==> config.mk <==
export PLATFORM = sky130hd
export DESIGN_NAME = srt_front
export DESIGN_NICKNAME = d
export VERILOG_FILES = /design/src/hw/rtl/srt_pkg.sv /design/src/hw/rtl/srt_front.sv
export SDC_FILE = /design/constraint.sdc
export NUM_CORES = 1
export LEC_CHECK = 0
export ABC_AREA = 1
export BUFFER_PORTS_ARGS = -buffer_cell sky130_fd_sc_hd__buf_2
export CAP_MARGIN = 0
export CORE_ASPECT_RATIO = 0.5
export CORE_MARGIN = 5
export CORE_UTILIZATION = 52
export CTS_CLUSTER_DIAMETER = 30
export DETAILED_ROUTE_END_ITERATION = 8
export PLACE_DENSITY = 0.84
export SLEW_MARGIN = 20
export SYNTH_ARGS = -nofsm -noshare
export SYNTH_HDL_FRONTEND = slang
export SYNTH_SLANG_ARGS = --single-unit
==> constraint.sdc <==
create_clock -name clk -period 5.4 [get_ports clk]
set_input_delay 1.62 -clock clk [delete_from_list [all_inputs] [get_ports clk]]
set_output_delay 1.62 -clock clk [all_outputs]
set_load 0.01 [all_outputs]
==> src/hw/rtl/srt_pkg.sv <==
// ---------------------------------------------------------------------------
// srt_pkg
// Types and codes shared by the range table front end, engine and top level.
// ---------------------------------------------------------------------------
package srt_pkg;

	localparam int DEFAULT_DEPTH = 64;

	localparam logic [1:0] KIND_LOOKUP = 2'd0;
	localparam logic [1:0] KIND_INSERT = 2'd1;
	localparam logic [1:0] KIND_REMOVE = 2'd2;

	localparam logic [1:0] ST_DONE      = 2'd0;
	localparam logic [1:0] ST_NOT_FOUND = 2'd1;
	localparam logic [1:0] ST_FULL      = 2'd2;
	localparam logic [1:0] ST_ZERO      = 2'd3;

	typedef enum logic [1:0] {
		OP_LOOKUP,
		OP_INSERT,
		OP_REMOVE,
		OP_NONE
	} op_t;

	typedef struct packed {
		op_t         op;
		logic [31:0] address;
		logic [31:0] length;
		logic [7:0]  region_tag;
	} cmd_t;

	typedef struct packed {
		logic [31:0] rstart;
		logic [31:0] rend;
		logic [7:0]  tag;
	} entry_t;

	// handshake between front queue and engine
	typedef struct packed {
		logic valid;
		cmd_t cmd;
	} cmd_chan_t;

endpackage

==> src/hw/rtl/srt_front.sv <==
// ---------------------------------------------------------------------------
// srt_front
// Accepts input beats, decodes the operation and holds them in a two-entry
// queue for the engine.
// ---------------------------------------------------------------------------
module srt_front import srt_pkg::*; (
	input  logic        clk,
	input  logic        arst_n,
	input  logic        in_valid,
	output logic        in_stall,
	input  logic [1:0]  kind,
	input  logic [31:0] address,
	input  logic [31:0] length,
	input  logic [7:0]  region_tag,
	output cmd_chan_t   q_out,
	input  logic        q_pop
);

	cmd_t       slot_q [2];
	logic       wr_ptr_q;
	logic       rd_ptr_q;
	logic [1:0] fill_q;
	logic       push;
	cmd_t       dec;

	assign in_stall = (fill_q == 2'd2);
	assign push     = in_valid && !in_stall;

	always_comb begin
		dec.address    = address;
		dec.length     = length;
		dec.region_tag = region_tag;
		case (kind)
			KIND_LOOKUP: dec.op = OP_LOOKUP;
			KIND_INSERT: dec.op = OP_INSERT;
			KIND_REMOVE: dec.op = OP_REMOVE;
			default:     dec.op = OP_NONE;
		endcase
	end

	always_ff @(posedge clk) begin
		if (push) begin
			slot_q[wr_ptr_q] <= dec;
		end
	end

	always_ff @(posedge clk or negedge arst_n) begin
		if (!arst_n) begin
			wr_ptr_q <= 1'b0;
			rd_ptr_q <= 1'b0;
			fill_q   <= 2'd0;
		end else begin
			if (push) begin
				wr_ptr_q <= !wr_ptr_q;
			end
			if (q_pop) begin
				rd_ptr_q <= !rd_ptr_q;
			end
			if (push && !q_pop) begin
				fill_q <= fill_q + 2'd1;
			end else if (!push && q_pop) begin
				fill_q <= fill_q - 2'd1;
			end
		end
	end

	assign q_out.valid = (fill_q != 2'd0);
	assign q_out.cmd   = slot_q[rd_ptr_q];

endmodule

==> qor.yml <==
routing:
  top_layer_used: "met5"
  first_iter_violations: 145
  ant_nets: 0
  wl_per_cell_um: 17.6
  detail_route.vias_per_cell: 4.80
  dr.pass1.iters: 4
  wl_mm: 10.3
  drt-met1-wl_mm: 4.03
  vias: 2814
  post-route-drc-count: 0
  wl_met3_um: 462
  wl_met2_mm: 5.66
global_routing:
  grt_start_max_net_pins: 63
  grt_pass1_wl_mm: 16.1
  grt.overflow.total: 0
  grt_pass1_vias: 3075
  grt_antenna_before_repair: 1
  grt.total_usage: 0.157
die:
  die_h_um: 84.5
  io_pins: 154
  row_count: 27
  initial_core_util: 0.529
  fp.dieW_um: 159
  die-area_mm2: 0.0134
  core_area_mm2: 0.0109
synth:
  ys_types: 16
  ys_seq_area_frac: 0.788
  syn_inst: 261
  synth_top_family_by_area: "multiplexers"
  syn_avg_cell_area_um2: 22.1
  synthMuxAreaShare: 0.177
  synth_simple_gate_area_frac: 0.00911
  synthAdderAreaFrac: 0.00217
  synth_compound_area_frac: 0.000868
  ys_warn_count: 0
  ys_seq_elements: 152
  synth-xor-area-share: 0.00304
  synth_fp_nets: 340
  synthesis.area_mm2: 0.00577
finish:
  post_route_cells_drive_above_1_share: 0.592
  area_growth_pct: 26.5
  nets: 507
  postLayoutCoreUtil: 0.669
  num_antenna_cells: 0
  final_area_mm2: 0.00730
setup_path:
  arrival_ps: 2230
  cp_slowest_cell: "dfrtp_4"
  required_ps: 3780
  end_kind: "primary output"
  critical-path-top-delay-family: "flip-flops"
  cp-start-kind: "flip-flop"
  worst-path-max-fanout: 40
  crit_type: "reg -> out"
  max_stage_delay_ps: 820
  path_buf_inv: 2
  worstPathCellList: "buf_4 > mux2_2 > buf_2"
pwr:
  share_comb_of_total_power: 0.280
  peakVddDrop_mv: 0.284
  total_power_mw: 4.12
  p_leak_nw: 2.95
  power_frac_seq: 0.423
  p_int_mw: 3.01
  power_switching_share: 0.270
  p_per_area_mw_per_mm2: 565
  clkPwrFrac: 0.298
  p_sw_mw: 1.11
clocking:
  hold_buffers: 0
  h-tree-depth: 4
  cts_tree: "yes"
  cts-root-buf: "clkbuf_16"
  cts_buffers: 17
  cts_resized: 0
  cts.sinks: 152
  postCtsSetupBuffers: 0
  cts_max_path_buffers: 2
  clk_pin_slew_ps: 60
  clkLatencyLatePin_ps: 400
placement:
  port-buffer-count: 153
  pre_cts_ws_ps: 1930
  place.gp.congestion: 0.705
  hpwl_mm: 6.97
  dpl_cell_area_mm2: 0.00668
sta:
  rsz0062_at_grt: "no"
  hold_violations: 0
  relSlewSlack: 0.434
  fin_ws_ps: 1550
  setup_viol: 0
  setup-tns-final_ps: 0
  fmax_mhz: 260
  tightestPinTransition_ps: 849
  drv_slew: 0
  fin_crit_ps: 3850
  finalCritPeriodShare: 0.712
  skew_ps: 7.52
worst_hold_path:
  hp-class: "reg -> reg"
run_status:
  outcome: "finished clean"
run:
  drv_cap: 0
==> registers in the layout, summed over array words and instances, names as in the netlist <==
name / cells
rd_ptr_q: 1
fill_q: 2
wr_ptr_q: 1
slot_q: 148
==> routing by layer <==
metal | track usage | vias up
met2 | 0.286 | 66
li1 | - | 1346
met3 | 0.0456 | 12
met1 | 0.171 | 1388
met4 | 0.0735 | 2
met5 | 0 | -
==> metrics by stage <==
step,hold slack (ps),cells
floorplan,442,261
global placement,454,554
detailed placement,466,554
CTS,478,586
global route,507,586
finish,476,586
==> Yosys cell counts <==
master	count	area share
nand3_1	1	0.00087
o21ai_0	1	0.00087
nand4_1	1	0.0011
clkbuf_1	2	0.0013
xnor2_1	1	0.0015
dfrtp_1	4	0.017
inv_1	8	0.0052
mux2_4	50	0.13
edfxtp_1	148	0.77
mux2_2	24	0.047
xor2_1	1	0.0015
buf_2	2	0.0017
ha_1	1	0.0022
nand2_1	8	0.0052
buf_6	6	0.012
nor2_1	3	0.0020
==> cell type report <==
| type | instances | area (µm²) |
|---|---|---|
| repair buffers | 158 | 803 |
| multi-input cells | 91 | 1120 |
| flip-flops and latches | 152 | 4550 |
| clock buffers | 21 | 440 |
| clock inverters | 11 | 178 |
| inverters | 8 | 30.0 |
| fillers | 728 | 3610 |
| well taps | 145 | 181 |
==> power by group through the flow <==
stage / clock, mW / combinational (mW) / sequential, mW
final: 1.23 / 1.15 / 1.74
after global routing: 1.30 / 1.23 / 1.77
after CTS: 1.25 / 1.18 / 1.75
after detailed placement: 0 / 1.17 / 1.77
after global placement: 0 / 1.15 / 1.75
after floorplan: 0 / 0.859 / 1.70
==> worst paths after layout <==
check                                      startpoint                       to  slack, ps  cells past startpoint
worst max register to register  fill_q[1]$_DFFE_PN0P_  slot_q[1][52]$_DFFE_PP_       3220                      4
min in group asynchronous                      arst_n     rd_ptr_q$_DFFE_PN0P_       1020                      1
max in group asynchronous                      arst_n     rd_ptr_q$_DFFE_PN0P_       4240                      1
worst max-delay path             rd_ptr_q$_DFFE_PN0P_                q_out[65]       1550                      3
worst min register to register  fill_q[1]$_DFFE_PN0P_    fill_q[1]$_DFFE_PN0P_        480                      2
worst min-delay path            fill_q[1]$_DFFE_PN0P_    fill_q[1]$_DFFE_PN0P_        480                      2
==> layout by cell type (no fill, tap or decap), types with 2 or more instances in the layout <==
master,count
nor2_1,2
mux2_4,50
bufinv_16,5
buf_2,153
edfxtp_1,148
clkbuf_1,4
clkinv_2,4
mux2_2,24
clkinv_1,2
nand2_1,8
buf_4,5
inv_1,7
clkbuf_16,17
dfrtp_1,3
==> kinds of logic after synthesis <==
group | after synthesis
AOI/OAI and AO/OA | 1
xor gates and xnor gates | 2
adders and majority gates | 1
buffers and inverters | 18
DFF | 152
muxes | 74
and+or+nand+nor | 13
==> worst register-to-register path, delay by kind of cell, from the launching register on <==
kind	cells	cell delay (ps)
buf+inv	2	850
flops	1	370
simple gates	1	370
compound gates	1	180
Note: power is estimated with default switching activity, not from simulation.
